`src/hdl/fts_pkg.sv`:
```
// Shared constants for the face track smoother.
// No dependencies; the channel interfaces and the top level import it.
package fts_pkg;

  localparam int AvgDepth = 4;
  localparam int IdxW     = (AvgDepth > 1) ? $clog2(AvgDepth) : 1;

  localparam int CoordW  = 13;
  localparam int SizeW   = 12;
  localparam int PixW    = 12;
  localparam int RadW    = 13;
  localparam int HoldW   = 4;
  localparam int SampleW = 13;
  localparam int SumW    = SampleW + $clog2(AvgDepth);

  localparam int CfgIdxW  = 2;
  localparam int CfgDataW = 12;

  localparam logic [CfgIdxW-1:0] CfgFrameWidth  = 2'd0;
  localparam logic [CfgIdxW-1:0] CfgFrameHeight = 2'd1;
  localparam logic [CfgIdxW-1:0] CfgMaxHolds    = 2'd2;

  localparam logic [PixW-1:0]    FrameWidthRst  = 12'd640;
  localparam logic [PixW-1:0]    FrameHeightRst = 12'd480;
  localparam logic [HoldW-1:0]   MaxHoldsRst    = 4'd3;
  localparam logic [SampleW-1:0] RingRst        = 13'd120;
  localparam logic [RadW-1:0]    RadiusMin      = 13'd4;

endpackage

```
`src/hdl/fts_in_if.sv`:
```
// Input channel: one detected face rectangle per item.
// Depends on fts_pkg for field widths.
interface fts_in_if import fts_pkg::*; ();
  logic                     valid;
  logic                     ready;
  logic signed [CoordW-1:0] rect_x;
  logic signed [CoordW-1:0] rect_y;
  logic [SizeW-1:0]         rect_width;
  logic [SizeW-1:0]         rect_height;

  modport source (output valid, rect_x, rect_y, rect_width, rect_height, input ready);
  modport sink   (input valid, rect_x, rect_y, rect_width, rect_height, output ready);
endinterface

```
`src/hdl/fts_out_if.sv`:
```
// Output channel: smoothed face centre, radius and hold flag per item.
// Depends on fts_pkg for field widths.
interface fts_out_if import fts_pkg::*; ();
  logic            valid;
  logic            ready;
  logic [PixW-1:0] center_x;
  logic [PixW-1:0] center_y;
  logic [RadW-1:0] radius_quarters;
  logic            held;

  modport source (output valid, center_x, center_y, radius_quarters, held, input ready);
  modport sink   (input valid, center_x, center_y, radius_quarters, held, output ready);
endinterface

```
`src/hdl/face_track_smoother.sv`:
```
// Face track smoother: ring-averaged radius, clamped centre, glitch hold.
// Depends on fts_pkg, fts_in_if and fts_out_if.
// Results pass through the input stage registers, then the result stage registers.
// Throughput: one item per cycle while the output is not stalled; the hold decision
// and the previous location update close together in the result stage.
// Reset: async active low; ring to 120 each, config to 640/480/3, first frame set.
module face_track_smoother import fts_pkg::*; (
  input  logic                clk_i,
  input  logic                rst_ni,
  input  logic                cfg_we_i,
  input  logic [CfgIdxW-1:0]  cfg_idx_i,
  input  logic [CfgDataW-1:0] cfg_data_i,
  fts_in_if.sink              in_i,
  fts_out_if.source           out_o
);

  logic [PixW-1:0]    fw_q, fh_q;
  logic [HoldW-1:0]   maxh_q;

  logic [SampleW-1:0] ring_q [AvgDepth];
  logic [IdxW-1:0]    idx_q, idx_d;
  logic [SumW-1:0]    sum_q, sum_d;

  logic               s1_v_q;
  logic [PixW-1:0]    s1_cx_q, s1_cy_q;
  logic [RadW-1:0]    s1_r_q;

  logic               out_v_q, held_q, first_q;
  logic [PixW-1:0]    cx_q, cy_q;
  logic [RadW-1:0]    r_q;
  logic [HoldW-1:0]   hold_q;

  logic               s1_adv, in_acc;

  logic [SampleW-1:0]      sample;
  logic [RadW-1:0]         avg, r_lo, r_c, rmax;
  logic signed [CoordW:0]  ctr_x, ctr_y;
  logic [PixW-1:0]         cx_c, cy_c;

  logic [PixW-1:0]    adx, ady;
  logic [2*PixW:0]    d2;
  logic [2*RadW-1:0]  r2;
  logic [RadW-1:0]    diff;
  logic [RadW+1:0]    diff3;
  logic               jump, grow, held_d;

  function automatic logic [PixW-1:0] clamp_c(logic signed [CoordW:0] c, logic [PixW-1:0] hi);
    logic [PixW-1:0] res;
    if (c[CoordW]) begin
      res = '0;
    end else if (c[CoordW-1:0] > {1'b0, hi}) begin
      res = hi;
    end else begin
      res = c[PixW-1:0];
    end
    return res;
  endfunction

  assign s1_adv     = !out_v_q || out_o.ready;
  assign in_i.ready = !s1_v_q || s1_adv;
  assign in_acc     = in_i.valid && in_i.ready;

  // config
  always_ff @(posedge clk_i or negedge rst_ni) begin
    if (!rst_ni) begin
      fw_q   <= FrameWidthRst;
      fh_q   <= FrameHeightRst;
      maxh_q <= MaxHoldsRst;
    end else if (cfg_we_i) begin
      case (cfg_idx_i)
        CfgFrameWidth:  fw_q   <= cfg_data_i[PixW-1:0];
        CfgFrameHeight: fh_q   <= cfg_data_i[PixW-1:0];
        CfgMaxHolds:    maxh_q <= cfg_data_i[HoldW-1:0];
        default: ;
      endcase
    end
  end

  // input stage: ring, running sum, centre and radius clamps
  always_comb begin
    sample = {1'b0, in_i.rect_width} + {1'b0, in_i.rect_height};
    sum_d  = sum_q - SumW'(ring_q[idx_q]) + SumW'(sample);
    idx_d  = (idx_q == IdxW'(AvgDepth - 1)) ? '0 : IdxW'(idx_q + 1'b1);
    avg    = RadW'(sum_d / SumW'(AvgDepth));
    rmax   = {fw_q[PixW-1:1], 2'b00};
    r_lo   = (avg < RadiusMin) ? RadiusMin : avg;
    r_c    = (r_lo > rmax) ? rmax : r_lo;
    ctr_x  = {in_i.rect_x[CoordW-1], in_i.rect_x}
           + $signed({3'b000, in_i.rect_width[SizeW-1:1]});
    ctr_y  = {in_i.rect_y[CoordW-1], in_i.rect_y}
           + $signed({3'b000, in_i.rect_height[SizeW-1:1]});
    cx_c   = clamp_c(ctr_x, fw_q);
    cy_c   = clamp_c(ctr_y, fh_q);
  end

  always_ff @(posedge clk_i or negedge rst_ni) begin
    if (!rst_ni) begin
      for (int i = 0; i < AvgDepth; i++) begin
        ring_q[i] <= RingRst;
      end
      idx_q  <= '0;
      sum_q  <= SumW'(RingRst) * SumW'(AvgDepth);
      s1_v_q <= 1'b0;
    end else begin
      if (in_acc) begin
        ring_q[idx_q] <= sample;
        idx_q         <= idx_d;
        sum_q         <= sum_d;
      end
      if (in_i.ready) begin
        s1_v_q <= in_i.valid;
      end
    end
  end

  always_ff @(posedge clk_i) begin
    if (in_acc) begin
      s1_cx_q <= cx_c;
      s1_cy_q <= cy_c;
      s1_r_q  <= r_c;
    end
  end

  // result stage: glitch tests against previous location
  always_comb begin
    adx    = (s1_cx_q >= cx_q) ? s1_cx_q - cx_q : cx_q - s1_cx_q;
    ady    = (s1_cy_q >= cy_q) ? s1_cy_q - cy_q : cy_q - s1_cy_q;
    d2     = (2*PixW+1)'(adx * adx) + (2*PixW+1)'(ady * ady);
    r2     = s1_r_q * s1_r_q;
    jump   = {d2, 2'b00} > {1'b0, r2};
    diff   = (s1_r_q >= r_q) ? s1_r_q - r_q : r_q - s1_r_q;
    diff3  = {2'b00, diff} + {1'b0, diff, 1'b0};
    grow   = diff3 > {1'b0, r_q, 1'b0};
    held_d = !first_q && (hold_q < maxh_q) && (jump || grow);
  end

  always_ff @(posedge clk_i or negedge rst_ni) begin
    if (!rst_ni) begin
      out_v_q <= 1'b0;
      held_q  <= 1'b0;
      first_q <= 1'b1;
      hold_q  <= '0;
      cx_q    <= '0;
      cy_q    <= '0;
      r_q     <= '0;
    end else if (s1_adv) begin
      out_v_q <= s1_v_q;
      if (s1_v_q) begin
        first_q <= 1'b0;
        held_q  <= held_d;
        if (held_d) begin
          hold_q <= HoldW'(hold_q + 1'b1);
        end else begin
          hold_q <= '0;
          cx_q   <= s1_cx_q;
          cy_q   <= s1_cy_q;
          r_q    <= s1_r_q;
        end
      end
    end
  end

  assign out_o.valid           = out_v_q;
  assign out_o.center_x        = cx_q;
  assign out_o.center_y        = cy_q;
  assign out_o.radius_quarters = r_q;
  assign out_o.held            = held_q;

`ifndef ASSERT_OFF
  a_hold_repeats: assert property (@(posedge clk_i) disable iff (!rst_ni)
    (s1_v_q && s1_adv && held_d) |=> ($stable(cx_q) && $stable(cy_q) && $stable(r_q)))
    else $error("held item changed the previous location");

  a_first_not_held: assert property (@(posedge clk_i) disable iff (!rst_ni)
    (s1_v_q && s1_adv && first_q) |=> !held_q)
    else $error("first item was held");

  a_hold_count: assert property (@(posedge clk_i) disable iff (!rst_ni)
    (s1_v_q && s1_adv && held_d) |=> (hold_q == HoldW'($past(hold_q) + 1'b1)))
    else $error("hold count did not advance on a held item");
`endif

endmodule

```
`src/flat_wrapper.sv`:
```
// flat-port wrapper written by rule: the top's interface ports become plain ports
module face_track_smoother_flat import fts_pkg::*;
  (clk_i, rst_ni, cfg_we_i, cfg_idx_i, cfg_data_i, in_i_valid, in_i_rect_x, in_i_rect_y, in_i_rect_width, in_i_rect_height, in_i_ready, out_o_valid, out_o_center_x, out_o_center_y, out_o_radius_quarters, out_o_held, out_o_ready);
  fts_in_if in_i_i ();
  fts_out_if out_o_i ();
  input  logic clk_i;
  input  logic rst_ni;
  input  logic cfg_we_i;
  input  logic [CfgIdxW-1:0] cfg_idx_i;
  input  logic [CfgDataW-1:0] cfg_data_i;
  input wire logic [$bits(in_i_i.valid)-1:0] in_i_valid;
  input wire logic [$bits(in_i_i.rect_x)-1:0] in_i_rect_x;
  input wire logic [$bits(in_i_i.rect_y)-1:0] in_i_rect_y;
  input wire logic [$bits(in_i_i.rect_width)-1:0] in_i_rect_width;
  input wire logic [$bits(in_i_i.rect_height)-1:0] in_i_rect_height;
  output wire logic [$bits(in_i_i.ready)-1:0] in_i_ready;
  output wire logic [$bits(out_o_i.valid)-1:0] out_o_valid;
  output wire logic [$bits(out_o_i.center_x)-1:0] out_o_center_x;
  output wire logic [$bits(out_o_i.center_y)-1:0] out_o_center_y;
  output wire logic [$bits(out_o_i.radius_quarters)-1:0] out_o_radius_quarters;
  output wire logic [$bits(out_o_i.held)-1:0] out_o_held;
  input wire logic [$bits(out_o_i.ready)-1:0] out_o_ready;
  assign in_i_i.valid = in_i_valid;
  assign in_i_i.rect_x = in_i_rect_x;
  assign in_i_i.rect_y = in_i_rect_y;
  assign in_i_i.rect_width = in_i_rect_width;
  assign in_i_i.rect_height = in_i_rect_height;
  assign in_i_ready = in_i_i.ready;
  assign out_o_valid = out_o_i.valid;
  assign out_o_center_x = out_o_i.center_x;
  assign out_o_center_y = out_o_i.center_y;
  assign out_o_radius_quarters = out_o_i.radius_quarters;
  assign out_o_held = out_o_i.held;
  assign out_o_i.ready = out_o_ready;
  face_track_smoother u_core (.clk_i(clk_i), .rst_ni(rst_ni), .cfg_we_i(cfg_we_i), .cfg_idx_i(cfg_idx_i), .cfg_data_i(cfg_data_i), .in_i(in_i_i), .out_o(out_o_i));
endmodule
```
`config.mk`:
```
export PLATFORM = sky130hd
export DESIGN_NAME = face_track_smoother_flat
export DESIGN_NICKNAME = d
export VERILOG_FILES = /design/src/hdl/fts_pkg.sv /design/src/hdl/fts_in_if.sv /design/src/hdl/fts_out_if.sv /design/src/hdl/face_track_smoother.sv /design/src/flat_wrapper.sv
export SDC_FILE = /design/constraint.sdc
export NUM_CORES = 2
export LEC_CHECK = 0
export BUFFER_PORTS_ARGS = -buffer_cell sky130_fd_sc_hd__buf_2
export CAP_MARGIN = 20
export CORE_ASPECT_RATIO = 1.75
export CORE_MARGIN = 2
export CORE_UTILIZATION = 35
export DETAILED_ROUTE_END_ITERATION = 6
export GPL_ROUTABILITY_DRIVEN = 0
export PLACE_DENSITY = 0.5
export REMOVE_ABC_BUFFERS = 1
export SLEW_MARGIN = 40
export SYNTH_ARGS = -nofsm -noshare
export SYNTH_HDL_FRONTEND = slang
export SYNTH_SLANG_ARGS = --single-unit
```
`constraint.sdc`:
```
create_clock -name clk_i -period 24 [get_ports clk_i]
set_input_delay 2.4 -clock clk_i [delete_from_list [all_inputs] [get_ports clk_i]]
set_output_delay 2.4 -clock clk_i [all_outputs]
set_load 0.01 [all_outputs]
```
After elaboration in Yosys (flattened, before gate mapping)
Index checks and enable logic that the tools add are counted.

storage, ports and cells
  input bits = 69
  register bits = 179
  word-level logic and storage cells = 87
  output and inout bits = 40

operators by class
  multipliers = 3
  equality and inequality tests = 3
  bitwise operators = 2
  reduce and logical (&&, ||, !) cells = 16
  add/sub/neg operators = 15
  magnitude comparators = 12
  muxes and demuxes = 15

operators with widths
  cell                                                                    number
  13-bit 2-to-1 mux                                                       6
  52-bit bitwise mux                                                      1
  12-bit by 12-bit multiplier with 24-bit output                          2
  12-bit 2-to-1 mux                                                       4
  12-bit subtractor                                                       4
  13-bit by 12-bit adder with 14-bit output                               2
  27-bit by 26-bit greater-than comparator with 1-bit output              1
  13-bit binary-select mux with 2-bit select                              1
  13-bit demux with 2-bit select                                          1
  13-bit by 12-bit greater-than comparator with 1-bit output              2
  13-bit by 13-bit multiplier with 26-bit output                          1
  13-bit subtractor                                                       2
  24-bit by 24-bit adder with 25-bit output                               1
  12-bit >= comparator                                                    2
  13-bit by 14-bit adder with 15-bit output                               1
  15-bit by 13-bit adder with 15-bit output                               1
  15-bit by 14-bit greater-than comparator with 1-bit output              1
  15-bit by 13-bit subtractor with 15-bit output                          1
  12-bit by 12-bit adder with 13-bit output                               1
  13-bit >= comparator                                                    1
  13-bit greater-than comparator                                          1
  13-bit by 3-bit < comparator with 1-bit output (second input constant)  1
  2-bit AND reduction                                                     4
  4-bit by 1-bit adder with 4-bit output (second input constant)          1
  15 further kinds                                                        23

Longest topological paths before layout
  word-level depth = 10
  depth in mapped cells = 48
  mapped depth without buffers = 46

Worst setup path before layout
Ideal clock, no wire load.

  path kind = register to register
  start point = register u_core.s1_cy_q[0]
  end point = register u_core.r_q[4] (netlist: u_core.out_o.radius_quarters[4])
  setup slack = 13.004 ns
  path buffers = 2
  stages on the path, launching flop included = 45
  data required time = 23.918 ns
  period minus slack after synthesis = 10.996 ns
  setup time = 0.082 ns
  arrival = 10.914 ns
  cells stage by stage = edfxtp_1 -> inv_1 -> ha_1 -> inv_1 -> fa_1 -> a21o_1 -> a21oi_1 -> a211oi_1 -> a2111o_1 -> a21o_1 -> clkbuf_1 -> and3_1 -> a31o_2 -> xor2_1 -> clkinv_1 -> nand2_1 -> fa_1 -> fa_1 -> (+9 left out) -> or3_1 -> o211ai_1 -> a21oi_1 -> o21ai_0 -> a21oi_1 -> a21o_1 -> a21oi_1 -> xnor2_1 -> ha_1 -> a21o_1 -> a221o_1 -> nor3_1 -> o21ai_0 -> a22oi_1 -> a31oi_2 -> nor2_2 -> buf_2 -> mux2i_1

between the ends
  cells in the longest elaborated chain, start to end = 9
  elaborated cells on any way between the ends = 11
  those cells by class = add/sub: 3; mul: 1; order compare: 2; mux: 1; bitwise: 1; reduce/logical: 3

RTL lines
  element                                                           line                        source
  start: declaration                                                face_track_smoother.sv:25   logic [PixW-1:0] s1_cx_q, s1_cy_q;
  start signal: assignment                                          face_track_smoother.sv:119  s1_cy_q <= cy_c;
  12-bit subtractor / 12-bit >= comparator (equally long branches)  face_track_smoother.sv:127  ady = (s1_cy_q >= cy_q) ? s1_cy_q - cy_q : cy_q - s1_cy_q;
  12-bit 2-to-1 mux *                                               face_track_smoother.sv:127
  12-bit by 12-bit multiplier with 24-bit output *                  face_track_smoother.sv:128  d2 = (2*PixW+1)'(adx * adx) + (2*PixW+1)'(ady * ady);
  24-bit by 24-bit adder with 25-bit output *                       face_track_smoother.sv:128
  27-bit by 26-bit greater-than comparator with 1-bit output *      face_track_smoother.sv:130  jump = {d2, 2'b00} > {1'b0, r2};
  1-bit logical OR *                                                face_track_smoother.sv:134  held_d = !first_q && (hold_q < maxh_q) && (jump || grow);
  1-bit logical AND *                                               face_track_smoother.sv:134
  1-bit NOT (no source line) *                                      --
  3-bit AND reduction (no source line) *                            --
  end signal: assignment                                            face_track_smoother.sv:157  r_q <= s1_r_q;
  end: declaration                                                  face_track_smoother.sv:30   logic [RadW-1:0] r_q;

Every way passes the cells marked *; elsewhere a longest branch is shown, timed or not.
A chain may end at the register's enable or synchronous reset.

Worst setup path after layout
  start point = register u_core.s1_cy_q[0]
  end point = register u_core.cx_q[11] (netlist: u_core.out_o.center_x[11])

between the ends
  cells in the longest elaborated chain, start to end = 9
  elaborated cells on any way between the ends = 11
  those cells by class = add/sub: 3; mul: 1; order compare: 2; mux: 1; bitwise: 1; reduce/logical: 3

RTL lines
  element                                                           line                        source
  12-bit subtractor / 12-bit >= comparator (equally long branches)  face_track_smoother.sv:127
  12-bit 2-to-1 mux *                                               face_track_smoother.sv:127
  12-bit by 12-bit multiplier with 24-bit output *                  face_track_smoother.sv:128
  24-bit by 24-bit adder with 25-bit output *                       face_track_smoother.sv:128
  27-bit by 26-bit greater-than comparator with 1-bit output *      face_track_smoother.sv:130
  1-bit logical OR *                                                face_track_smoother.sv:134
  1-bit logical AND *                                               face_track_smoother.sv:134
  1-bit NOT (no source line) *                                      --
  3-bit AND reduction (no source line) *                            --
  end signal: assignment                                            face_track_smoother.sv:155  cx_q <= s1_cx_q;
  end: declaration                                                  face_track_smoother.sv:29   logic [PixW-1:0] cx_q, cy_q;

Marks and branches as above.

==> qor.yml <==
outcome: "finished, final reports clean"
min_path_type: "register to register"
cts_buffers: 17
rr_worst_depth: 44
critPathKind: "register to register"
synth_top_area_frac: 0.235
drt_iter0_markers: 812
critPathMostFrequentCell: "fa_1"
h-tree-depth: 4
worstSetupEndpointType: "register"
cts-hold-fix-buffers: 0
async_flop_share: 0.793
cts_tree: "built"
totalNegativeSetupSlack_ns: 0
post-cts-setup-buffer-count: 0
wl_um: 74800
slowest_stage: "xor2_1"
cts.clk_slew.worst_paths_ns: 0.08
syn_inst: 2914
rrSetupSlack_ns: 10.99
drive_gt1_frac: 0.108
worst_slew_pin_slew_ns: 0.834
grt-ovfl-total: 0
regToRegStartpoint: "u_core.s1_cy_q[0]"
synth_cell_type_count: 70
fmax_ghz: 0.0768
die_h_um: 374
num_rows: 135
detail-route-antenna-nets: 0
seq_area_frac_synth: 0.172
synth_top_area_cell: "fa_1"
syn_avg_cell_area_um2: 9.40
cap_violations: 0
wire_per_inst_um: 18.5
initial_core_util: 0.353
core_area_mm2: 0.0775
worstSetupStartpoint: "u_core.s1_cy_q[0]"
start_kind: "register"
required_ns: 24.35
antenna_cells: 0
syn_area_mm2: 0.0274
grt_max_degree: 82
dp_hpwl_um: 64500
final_cell_mix: "inv_1, ha_1, fa_1, nor2_1, nand2_1"
ys.flop_type: "dfrtp_1"
cts_buffer_depth: 2
r2r-end: "u_core.out_o.center_x[11]"
die-area_mm2: 0.0806
layout_commonest_cell: "inv_1"
grt_first_pass_wirelength_um: 119000
grt_pass1_vias: 22600
arrival_ns: 13.36
hold_viol: 0
synth_edf_count: 37
critPathCapture: "u_core.out_o.center_x[11]"
fin_crit_sh: 0.542
timing.final.crit_period_ns: 13.01
rsz0062_at_grt: "false"
drc: 0
clock_sinks: 179
synth_area_leaders: "fa_1, ha_1, dfrtp_1, inv_1, edfxtp_1"
dr.pass1.iters: 5
via_per_inst: 5.05
insertion_delay_ns: 0.47
die_x_um: 215
areaGrowthSynthToFinish_pct: 8.73
cts_resized: 0
grt.total_usage: 0.190
crit_fanout: 24
final-setup-viol-count: 0
io_pins: 109
skew_ns: 0.0113
slew_headroom: 0.440
max_stage_delay_ns: 0.59
grt_antenna_before_repair: 0
port_buffers: 108
cts_root_buf: "clkbuf_16"
finalMaxSlewViolations: 0
ys_seq_elements: 179
dr_total_vias: 20400
nets: 3780
yosysWarnings: 0
==> per-layer routing <==
| metal | GRT usage | up-vias | wire, um |
|---|---|---|---|
| li1 | - | 9771 | - |
| met1 | 0.186 | 10100 | 26300 |
| met3 | 0.0170 | 144 | 1670 |
| met5 | 0 | - | 0 |
| met4 | 0.102 | 0 | 4160 |
| met2 | 0.384 | 320 | 42700 |
==> sequential cells by signal, indices dropped and copies added (netlist names) <==
name,cells
u_core.ring_q,52
u_core.sum_q,15
u_core.out_o.radius_quarters,13
u_core.s1_r_q,13
u_core.fh_q,12
u_core.fw_q,12
u_core.out_o.center_x,12
u_core.out_o.center_y,12
u_core.s1_cx_q,12
u_core.s1_cy_q,12
u_core.hold_q,4
u_core.maxh_q,4
u_core.idx_q,2
u_core.first_q,1
u_core.out_o.held,1
u_core.out_o.valid,1
u_core.s1_v_q,1
==> synthesized netlist by cell type, types with 12 or more instances <==
| master | number |
|---|---|
| inv_1 | 516 |
| ha_1 | 390 |
| fa_1 | 322 |
| nor2_1 | 230 |
| nand2_1 | 179 |
| a21oi_1 | 145 |
| dfrtp_1 | 113 |
| o21ai_0 | 94 |
| xnor2_1 | 82 |
| mux2i_1 | 77 |
| mux2_2 | 74 |
| a21o_1 | 66 |
| clkbuf_1 | 53 |
| xor2_1 | 52 |
| nand2b_1 | 45 |
| nand3_1 | 40 |
| edfxtp_1 | 37 |
| nor3_1 | 36 |
| dfstp_2 | 29 |
| nor2b_1 | 27 |
| or2_2 | 23 |
| o21a_1 | 21 |
| o21bai_1 | 20 |
| nand4_1 | 19 |
| and2_1 | 17 |
| or3_1 | 17 |
| o211ai_1 | 15 |
| mux4_2 | 13 |
| a211oi_1 | 12 |
| and3_1 | 12 |
==> worst min-delay path by stage <==
| stage | cells after the start | slack, ns | from | to |
|---|---|---|---|---|
| finish | 2 | 0.48 | u_core.sum_q[7] | u_core.sum_q[7] |
| global route | 1 | 0.51 | u_core.first_q | u_core.first_q |
| CTS | 2 | 0.48 | u_core.sum_q[7] | u_core.sum_q[7] |
| detailed placement | 2 | 0.46 | u_core.out_o.held | u_core.out_o.held |
| global placement | 2 | 0.46 | u_core.ring_q[28] | u_core.ring_q[28] |
| floorplan | 2 | 0.44 | u_core.ring_q[15] | u_core.ring_q[15] |
==> worst max-delay path: cells and delay by family, from the launching register on <==
kind	cells	cell delay, ns
compound gates	16	3.56
xor+xnor	2	0.73
fa+ha+maj	11	4.66
flops	1	0.39
buf+inv	7	1.33
mux	1	0.39
simple gates	7	1.81
==> area by class of cell <==
| cell class | instances | area, um^2 |
|---|---|---|
| timing repair buffer | 130 | 727 |
| tap | 1027 | 1280 |
| multi-input combinational | 2142 | 20500 |
| clock inverter | 13 | 134 |
| inverter | 529 | 1990 |
| fill | 7779 | 47800 |
| sequential | 179 | 4700 |
| clock buffer | 19 | 453 |
==> logic make-up after synthesis <==
kind of cell,after synthesis,share of synthesized area
mux,164,0.0693
xor+xnor,134,0.0429
flops,179,0.172
buf+inv,593,0.0815
simple gates,670,0.114
compound gates,462,0.108
fa+ha+maj,712,0.414
==> through the flow <==
stage | setup slack (ns) | hold WS, ns | cell area [um^2] | util | cells
after global routing | 10.25 | 0.511 | 29800 | 0.384 | 4039
after global placement | 11.05 | 0.458 | 29100 | 0.376 | 4006
after floorplan | 12.14 | 0.445 | 27100 | - | 2850
final | 10.99 | 0.477 | 29800 | 0.384 | 4039
after CTS | 10.90 | 0.480 | 29800 | 0.384 | 4039
after detailed placement | 10.98 | 0.461 | 29200 | 0.376 | 4007
Power is not shown: default switching activity piles up to over one toggle a cycle in this logic, so the estimate is an artifact.
